==> config.mk <==
export PLATFORM = sky130hd
export DESIGN_NAME = plt_cell
export DESIGN_NICKNAME = d
export VERILOG_FILES = /design/src/plt_pkg.sv /design/src/plt_cell.sv
export SDC_FILE = /design/constraint.sdc
export NUM_CORES = 1
export LEC_CHECK = 0
export BUFFER_PORTS_ARGS = -buffer_cell sky130_fd_sc_hd__buf_2
export CORE_MARGIN = 3
export CORE_UTILIZATION = 46
export DETAILED_ROUTE_END_ITERATION = 8
export GPL_ROUTABILITY_DRIVEN = 0
export PLACE_DENSITY = 0.88
export SLEW_MARGIN = 20
export SYNTH_ARGS = -nofsm -noshare
export SYNTH_HDL_FRONTEND = slang
export SYNTH_SLANG_ARGS = --single-unit
==> constraint.sdc <==
create_clock -name clk -period 3.3 [get_ports clk]
set_clock_uncertainty 0.05 [all_clocks]
set_input_delay 0.165 -clock clk [delete_from_list [all_inputs] [get_ports clk]]
set_output_delay 0.165 -clock clk [all_outputs]
set_load 0.1 [all_outputs]
==> src/plt_pkg.sv <==
package plt_pkg;

	// Input item kinds carried on the slave-side tuser.
	localparam logic [1:0] KIND_LOAD  = 2'd0;
	localparam logic [1:0] KIND_QUERY = 2'd1;
	localparam logic [1:0] KIND_CLEAR = 2'd2;

	// Result status codes carried on the master-side tuser.
	localparam logic [2:0] STAT_EXACT  = 3'd0;
	localparam logic [2:0] STAT_INTERP = 3'd1;
	localparam logic [2:0] STAT_BELOW  = 3'd2;
	localparam logic [2:0] STAT_ABOVE  = 3'd3;
	localparam logic [2:0] STAT_FULL   = 3'd4;
	localparam logic [2:0] STAT_DONE   = 3'd5;

	// Query token that walks the chain of cells, one cell per cycle.
	typedef struct packed {
		logic               vld;   // token present
		logic signed [15:0] q;     // query angle
		logic               hit;   // an exact match was seen
		logic signed [15:0] found; // coefficient of the latest exact match
		logic               done;  // first entry not below the query was seen
		logic               first; // that entry was the first stored entry
		logic               seen;  // at least one stored entry was passed
		logic signed [15:0] a0;    // bracket: entry before the one found
		logic signed [15:0] c0;
		logic signed [15:0] a1;    // bracket: entry found
		logic signed [15:0] c1;
		logic signed [15:0] pa;    // last stored entry passed so far
		logic signed [15:0] pc;
	} plt_tok_t;

endpackage

==> src/plt_cell.sv <==
module plt_cell import plt_pkg::*; #(
	parameter int IDX = 0,
	parameter int CW  = 7
) (
	input  logic               clk,
	input  logic               arst_n,
	input  logic               wr_en,
	input  logic [CW-1:0]      wr_index,
	input  logic signed [15:0] wr_angle,
	input  logic signed [15:0] wr_coef,
	input  logic               clr,
	input  plt_tok_t           tok_in,
	output plt_tok_t           tok_out
);

	logic               valid_q;
	logic signed [15:0] angle_q;
	logic signed [15:0] coef_q;
	plt_tok_t           tok_d;
	plt_tok_t           tok_q;

	// Valid bit of the stored breakpoint.
	always_ff @(posedge clk or negedge arst_n) begin
		if (!arst_n) begin
			valid_q <= 1'b0;
		end else if (clr) begin
			valid_q <= 1'b0;
		end else if (wr_en && wr_index == CW'(IDX)) begin
			valid_q <= 1'b1;
		end
	end

	// Stored breakpoint pair.
	always_ff @(posedge clk) begin
		if (wr_en && wr_index == CW'(IDX)) begin
			angle_q <= wr_angle;
			coef_q  <= wr_coef;
		end
	end

	// Update the passing token with this cell's entry.
	always_comb begin
		tok_d = tok_in;
		if (tok_in.vld && valid_q) begin
			if (angle_q == tok_in.q) begin
				tok_d.hit   = 1'b1;
				tok_d.found = coef_q;
			end
			if (!tok_in.done && !(angle_q < tok_in.q)) begin
				tok_d.done  = 1'b1;
				tok_d.first = !tok_in.seen;
				tok_d.a0    = tok_in.pa;
				tok_d.c0    = tok_in.pc;
				tok_d.a1    = angle_q;
				tok_d.c1    = coef_q;
			end
			tok_d.seen = 1'b1;
			tok_d.pa   = angle_q;
			tok_d.pc   = coef_q;
		end
	end

	// Hand the token to the next cell.
	always_ff @(posedge clk or negedge arst_n) begin
		if (!arst_n) begin
			tok_q <= '0;
		end else begin
			tok_q <= tok_d;
		end
	end

	assign tok_out = tok_q;

endmodule
==> results.py, run 1 <==
metrics = {
    "run_status": {
        "run_status": "finished clean",
    },
    "floorplanning": {
        "core_area_mm2": 0.0134,
        "fp.dieH_um": 124,
        "initial_utilization": 0.474,
        "chipWidth_um": 124,
        "placementRows": 42,
        "io-pin-count": 309,
        "dieArea_mm2": 0.0153,
    },
    "setup_path": {
        "cp.required_ns": 3.55,
        "timing.rr.start": "angle_q[9]",
        "critical_path.endpoint_type": "register",
        "critPathSlowestCell": "dlygate4sd3_1",
        "critical_path.reg2reg.endpoint": "tok_out[74]",
        "cp_cell_sequence": "ha_1, nand4_1, nor4_4, o21ai_1, o211ai_2, mux2i_4, buf_12, mux2_4, dlygate4sd3_1",
        "path_max_fanout": 8,
        "critical_path_arrival_ns": 3.39,
        "timing.critical_path.slowest_cell_delay_ns": 0.56,
        "path_buf_inv": 2,
        "r2r_slack_ns": 0.16,
        "cp-start-kind": "register",
        "timing.critical_path.max_delay_family": "buffers and inverters",
        "criticalPathCategory": "register to register",
        "number_of_cell_instances_on_the_worst_register_to_register_path": 9,
    },
    "power_and_ir_drop": {
        "peakVddDrop_mv": 0.291,
        "power.density_mw_per_mm2": 523,
        "p_leak_nw": 5.22,
    },
    "yosys": {
        "syn-mean-instance-area_um2": 17.4,
        "yosysUniqueCellTypes": 29,
        "seq_area_frac_synth": 0.679,
        "synth.yosys.warnings": 0,
        "syn_nets": 557,
        "post_synth_inst_count": 365,
        "synth_seq_cells": 166,
        "synth_area_mm2": 0.00636,
    },
    "detailed_routing": {
        "routed_via_density": 4.93,
        "number_of_nets_with_antenna_violations_after_routing": 0,
        "total_via_count_after_detailed_routing": 5176,
        "average_routed_wire_per_standard_cell_um": 20.7,
        "drt_first_pass_iters": 4,
        "drt_iter0_drc": 288,
        "drc": 0,
        "route.final.wire_length_um": 21700,
    },
    "cts": {
        "clk-insertion-delay-late_ns": 0.42,
        "cts-buffers-inserted": 17,
        "ctsRootBufferMaster": "clkbuf_16",
        "clock_sinks": 166,
        "cts.reportedPaths.clkPinSlew_ns": 0.07,
        "ctsLongestPathBuffers": 2,
        "cts_max_level": 4,
        "tritoncts_clock_tree": "built",
    },
    "final_layout": {
        "growth_of_design_area_from_synthesis_to_finish_pct": 65.8,
        "final_cell_mix": "buf_2, dlygate4sd3_1, dfrtp_1",
        "fin_nets": 1052,
        "final_cell_count_no_fill": 1050,
        "final_common_cell": "buf_2",
        "layout_cells_sized_above_1": 0.534,
    },
    "sta": {
        "tns_ns": 0,
        "max_clock_freq_mhz": 319,
        "worst_slew_pin_slew_ns": 0.933,
        "timing.max_slew.rel_slack": 0.378,
        "min_period_ns": 3.14,
        "timing.final.max_slew_violations": 0,
        "hold_viol_final": 0,
        "post-route-period-util": 0.951,
        "final-setup-viol-count": 0,
    },
    "placement": {
        "place.port_buffers": 308,
        "placed_cells_incl_taps": 842,
        "dp_hpwl_um": 12300,
    },
    "global_routing": {
        "track_usage": 0.284,
        "use_met2": 0.526,
        "first_pass_grt_wire_length_um": 31900,
        "grtUsageMet1": 0.307,
        "groute.layer.met3.usage": 0.0704,
        "antenna_found_initial": 1,
        "pin_count_of_the_biggest_net_entering_global_routing": 73,
        "grt_overflow": 0,
        "first_global_vias": 5940,
        "grt.busiest_layer": "met2",
    },
    "worst_hold_path": {
        "class_of_the_tightest_hold_or_removal_check": "input port to asynchronous set/reset pin",
    },
    "job": {
        "maxCapViolations": 0,
    },
}
flip-flops by register name (all words and copies together) (netlist names):
register,count
valid_q,1
coef_q,16
tok_out,133
angle_q,16
metrics by stage:
step	setup slack (ns)	hold WS (ns)	utilization	total power [W]	cell area (um^2)
6_report	0.161	0.325	0.786	0.00551	10500
2_1_floorplan	0.799	-0.181	-	0.00296	6360
5_1_grt	-0.0153	0.361	0.786	0.00566	10500
4_1_cts	0.0134	0.303	0.780	0.00551	10500
3_3_place_gp	0.546	0.170	0.606	0.00322	8120
3_5_place_dp	0.484	0.185	0.606	0.00324	8120
kinds of logic after synthesis:
group,share of synthesized area
buffers and inverters,0.0244
adders and majority gates,0.0315
AOI/OAI and AO/OA,0.0142
and+or+nand+nor,0.0211
muxes,0.229
xor gates and xnor gates,0.00138
DFF,0.679
final cells by class:
cell class / instances / area, um^2
clock inverter: 10 / 140
antenna: 1 / 2.50
tap: 176 / 220
sequential: 166 / 4310
fill: 696 / 2860
clock buffer: 22 / 497
inverter: 18 / 67.6
timing repair buffer: 488 / 3370
multi-input combinational: 169 / 1920
per-layer routing:
layer	vias up	routed length (um)
met5	-	0
met4	0	687
met3	56	1490
met2	282	11700
met1	2564	7790
li1	2274	-
cells in the mapped netlist (all sizes together):
cell | count | share of area
nor3 | 1 | 0.00079
buf | 7 | 0.011
nor4 | 2 | 0.0030
edfxtp | 32 | 0.15
nand2 | 7 | 0.0041
and4b | 1 | 0.0016
xor2 | 1 | 0.0014
ha | 16 | 0.031
nor3b | 1 | 0.0012
clkbuf | 5 | 0.0030
mux2 | 111 | 0.23
o21ai | 4 | 0.0031
nand2b | 3 | 0.0030
nand4 | 3 | 0.0039
a21o | 1 | 0.0012
dfrtp | 134 | 0.53
nor2 | 6 | 0.0035
a21oi | 7 | 0.0055
mux2i | 2 | 0.0031
o211ai | 1 | 0.0020
inv | 18 | 0.011
o21bai | 1 | 0.0012
a211oi | 1 | 0.0012
timing repair:
action | in CTS | in global routing
buffers inserted | 0 | 4
endpoints found under the setup margin | 0 | 5
hold buffers | 170 | 0
hold endpoints to repair | 237 | 0
gates resized for setup | 0 | 7
where the power goes:
part	leakage (nW)	total (W)	internal (W)	switching, W
clock	0.315	0.00212	0.00131	0.000818
combinational	3.05	0.00118	0.000346	0.000836
sequential	1.85	0.00220	0.00217	0.0000285
total	5.22	0.00551	0.00382	0.00168
how the worst max path moves through the flow:
| stage | startpoint | endpoint | slack (ns) | cells after the start |
|---|---|---|---|---|
| 2_1_floorplan | angle_q[15] | tok_out[47] | 0.80 | 9 |
| 3_3_place_gp | angle_q[15] | tok_out[40] | 0.55 | 8 |
| 3_5_place_dp | angle_q[15] | tok_out[33] | 0.48 | 8 |
| 4_1_cts | angle_q[15] | tok_out[76] | 0.01 | 9 |
| 5_1_grt | angle_q[10] | tok_out[69] | -0.02 | 9 |
| 6_report | angle_q[9] | tok_out[74] | 0.16 | 9 |
No activity file was read; power rests on OpenSTA's default activity.
==> run 2: changes to the inputs <==
--- a/config.mk
+++ b/config.mk
@@ -5,6 +5,7 @@
 export SDC_FILE = /design/constraint.sdc
 export NUM_CORES = 1
 export LEC_CHECK = 0
+export ABC_AREA = 1
 export BUFFER_PORTS_ARGS = -buffer_cell sky130_fd_sc_hd__buf_2
 export CORE_MARGIN = 3
 export CORE_UTILIZATION = 46
==> run 2 against run 1 <==
  * Synthesized area up 1.4%
  * Via count rose by 34%
  * Combinational power rose by 4%
  * Non-clock buffer count is 11 higher
  * Register-to-register slack barely moved
  * Die area up 1.3%
  * Clock-buffer cell count is 5 lower
  * Critical path depth increased by 1
  * Core utilization about the same
  * Critical path type unchanged
==> results.py, run 2 <==
metrics = {
    "detailed_routing": {
        "number_of_nets_with_antenna_violations_after_routing": 0,
        "total_via_count_after_detailed_routing": 6925,
        "drc": 0,
        "drt_iter0_drc": 616,
        "routed_via_density": 5.50,
        "average_routed_wire_per_standard_cell_um": 21.1,
        "drt_first_pass_iters": 7,
        "route.final.wire_length_um": 26600,
    },
    "sta": {
        "timing.final.ws_setup_ns": 0.163,
        "worst_slew_pin_slew_ns": 0.974,
        "whs_ns": 0.361,
        "hold_viol_final": 0,
        "final-setup-viol-count": 0,
        "max_clock_freq_mhz": 319,
        "post-route-period-util": 0.950,
        "timing.max_slew.rel_slack": 0.351,
        "min_period_ns": 3.14,
        "timing.final.max_slew_violations": 0,
    },
    "setup_path": {
        "critical_path.endpoint_type": "register",
        "path_max_fanout": 27,
        "critPathSlowestCell": "dlygate4sd3_1",
        "cp-start-kind": "register",
        "crit_path_frequent_cell": "nand2_1",
        "cp.required_ns": 3.55,
        "timing.critical_path.slowest_cell_delay_ns": 0.57,
        "criticalPathCategory": "register to register",
        "critical_path_arrival_ns": 3.39,
        "cp_cell_sequence": "ha_2, nand2_1, nor3_2, nand2_1, nand3_4, nand3_2, buf_4, nand2_1, nand2_1, dlygate4sd3_1",
    },
    "global_routing": {
        "track_usage": 0.339,
        "first_pass_grt_wire_length_um": 40700,
        "groute.layer.met3.usage": 0.0785,
        "use_met2": 0.607,
        "grt.busiest_layer": "met2",
        "antenna_found_initial": 2,
        "pin_count_of_the_biggest_net_entering_global_routing": 108,
        "grtUsageMet1": 0.365,
        "grt_overflow": 0,
        "first_global_vias": 7517,
    },
    "power_and_ir_drop": {
        "design_power_total_w": 0.00552,
        "power.density_mw_per_mm2": 522,
        "pwr-share-seq": 0.399,
        "combinationalPowerShare": 0.222,
        "sw_frac_of_total": 0.320,
        "p_leak_nw": 5.40,
        "power_frac_clock": 0.379,
        "intPower_w": 0.00375,
        "peakVddDrop_mv": 0.334,
        "net-switching-power_w": 0.00176,
    },
    "cts": {
        "clk-insertion-delay-late_ns": 0.42,
        "ctsRootBufferMaster": "clkbuf_16",
        "ctsLongestPathBuffers": 2,
        "cts-buffers-inserted": 17,
        "clock_sinks": 166,
        "cts.reportedPaths.clkPinSlew_ns": 0.07,
        "cts_max_level": 4,
        "tritoncts_clock_tree": "built",
    },
    "yosys": {
        "dominantRegCellSynth": "dfrtp_1",
        "synth_edf_count": 32,
        "syn_nets": 776,
        "seq_area_frac_synth": 0.669,
        "yosysMostFrequentCell": "nand2_1",
        "yosys.area.top_type": "dfrtp_1",
        "syn-mean-instance-area_um2": 11.0,
        "synthDominantCellAreaShare": 0.520,
        "synth_area_mm2": 0.00645,
        "yosysUniqueCellTypes": 28,
        "post_synth_inst_count": 584,
        "synth.yosys.warnings": 0,
        "asyncSetResetFlopFracSynth": 0.807,
        "synth_top_cells_by_count": "nand2_1, dfrtp_1, nand4_1",
        "synth_seq_cells": 166,
        "synth_top_cells_by_area": "dfrtp_1, edfxtp_1, nand2_1",
    },
    "floorplanning": {
        "dieArea_mm2": 0.0155,
        "chipWidth_um": 124,
        "io-pin-count": 309,
        "core_area_mm2": 0.0135,
        "placementRows": 42,
        "initial_utilization": 0.479,
        "fp.dieH_um": 124,
    },
    "final_layout": {
        "n_fill_cell": 735,
        "growth_of_design_area_from_synthesis_to_finish_pct": 64.0,
        "layout_cells_sized_above_1": 0.347,
        "fin_nets": 1259,
        "layout.core_utilization": 0.786,
        "ff_latch_area_mm2": 0.00431,
        "final_common_cell": "buf_2",
        "number_of_flip_flops_in_the_largest_register": 133,
        "finalInstanceArea_mm2": 0.0106,
        "final_cell_mix": "buf_2, nand2_1, dlygate4sd3_1",
        "multi_input_comb_area_mm2": 0.00182,
    },
    "job": {
        "maxCapViolations": 0,
    },
    "placement": {
        "place.port_buffers": 308,
        "dp_hpwl_um": 13900,
        "placed_cell_area_mm2": 0.00813,
        "preCtsSetupSlack_ns": 0.534,
    },
    "worst_hold_path": {
        "class_of_the_tightest_hold_or_removal_check": "input port to register",
    },
    "run_status": {
        "run_status": "finished clean",
    },
}
==> run 2: cell types whose count changed in the layout (fill, tap and decap cells not counted), moves of 10 or more <==
| cell | change |
|---|---|
| dlygate4sd3_1 | +10 |
| inv_1 | +22 |
| mux2_4 | -49 |
| mux2_2 | -47 |
| nand2_1 | +179 |
| nand4_1 | +63 |
| o21ai_0 | +30 |
==> run 2: worst paths after layout <==
path | from | end | slack, ns | depth (start not counted)
worst max-delay path | angle_q[15] | tok_out[82] | 0.16 | 10
worst min-delay path | tok_in[118] | tok_out[118] | 0.36 | 2
worst max register to register | angle_q[15] | tok_out[82] | 0.16 | 10
worst min register to register | coef_q[0] | tok_out[32] | 0.50 | 2
max in group asynchronous | arst_n | tok_out[20] | 1.91 | 3
min in group asynchronous | arst_n | tok_out[36] | 0.43 | 2
==> run 2: repair_timing <==
action,CTS,global route
endpoints found under the hold margin,270,0
buffers inserted,0,0
gates resized for setup,0,3
endpoints found under the setup margin,0,13
hold buffers,180,0
==> run 2: cell families (layout without fill, tap and decap cells) <==
family | Yosys count | in the layout | synth area share
DFF | 166 | 166 | 0.669
adders and majority gates | 16 | 16 | 0.0311
AOI/OAI and AO/OA | 42 | 42 | 0.0340
buffers and inverters | 77 | 572 | 0.0532
and+or+nand+nor | 268 | 269 | 0.186
muxes | 15 | 15 | 0.0262
other | 0 | 2 | 0
==> run 2: worst max-delay path, delay by kind of cell (launching register included) <==
kind | cells | cell delay (ns)
adders and majority gates | 1 | 0.47
buffers and inverters | 2 | 0.83
DFF | 1 | 0.44
and+or+nand+nor | 7 | 1.22
==> run 2: area by class of cell <==
type / count / area share
Antenna cell: 2 / 0.000473
Clock buffer: 17 / 0.0402
Clock inverter: 15 / 0.0176
Inverter: 41 / 0.0146
Multi-Input combinational cell: 342 / 0.172
Sequential cell: 166 / 0.408
Tap cell: 176 / 0.0208
Timing Repair Buffer: 499 / 0.326
==> run 2: routing by layer <==
layer | wire (um) | vias up
li1 | - | 2915
met1 | 8880 | 3377
met2 | 14000 | 506
met3 | 2110 | 127
met4 | 1550 | 0
met5 | 0 | -
==> run 2: through the flow <==
| stage | cells | setup TNS [ns] |
|---|---|---|
| after floorplan | 584 | 0 |
| after global placement | 1043 | 0 |
| after CTS | 1255 | 0 |
| after global routing | 1258 | -0.00327 |
| after detailed placement | 1043 | 0 |
| final | 1258 | 0 |
==> run 2: power groups by stage <==
stage	Clock [W]	Combinational [W]	Sequential (W)
floorplan	0	0.000111	0.00286
global placement	0	0.00100	0.00223
detailed placement	0	0.00102	0.00223
CTS	0.00207	0.00119	0.00220
global route	0.00219	0.00127	0.00221
finish	0.00209	0.00123	0.00220
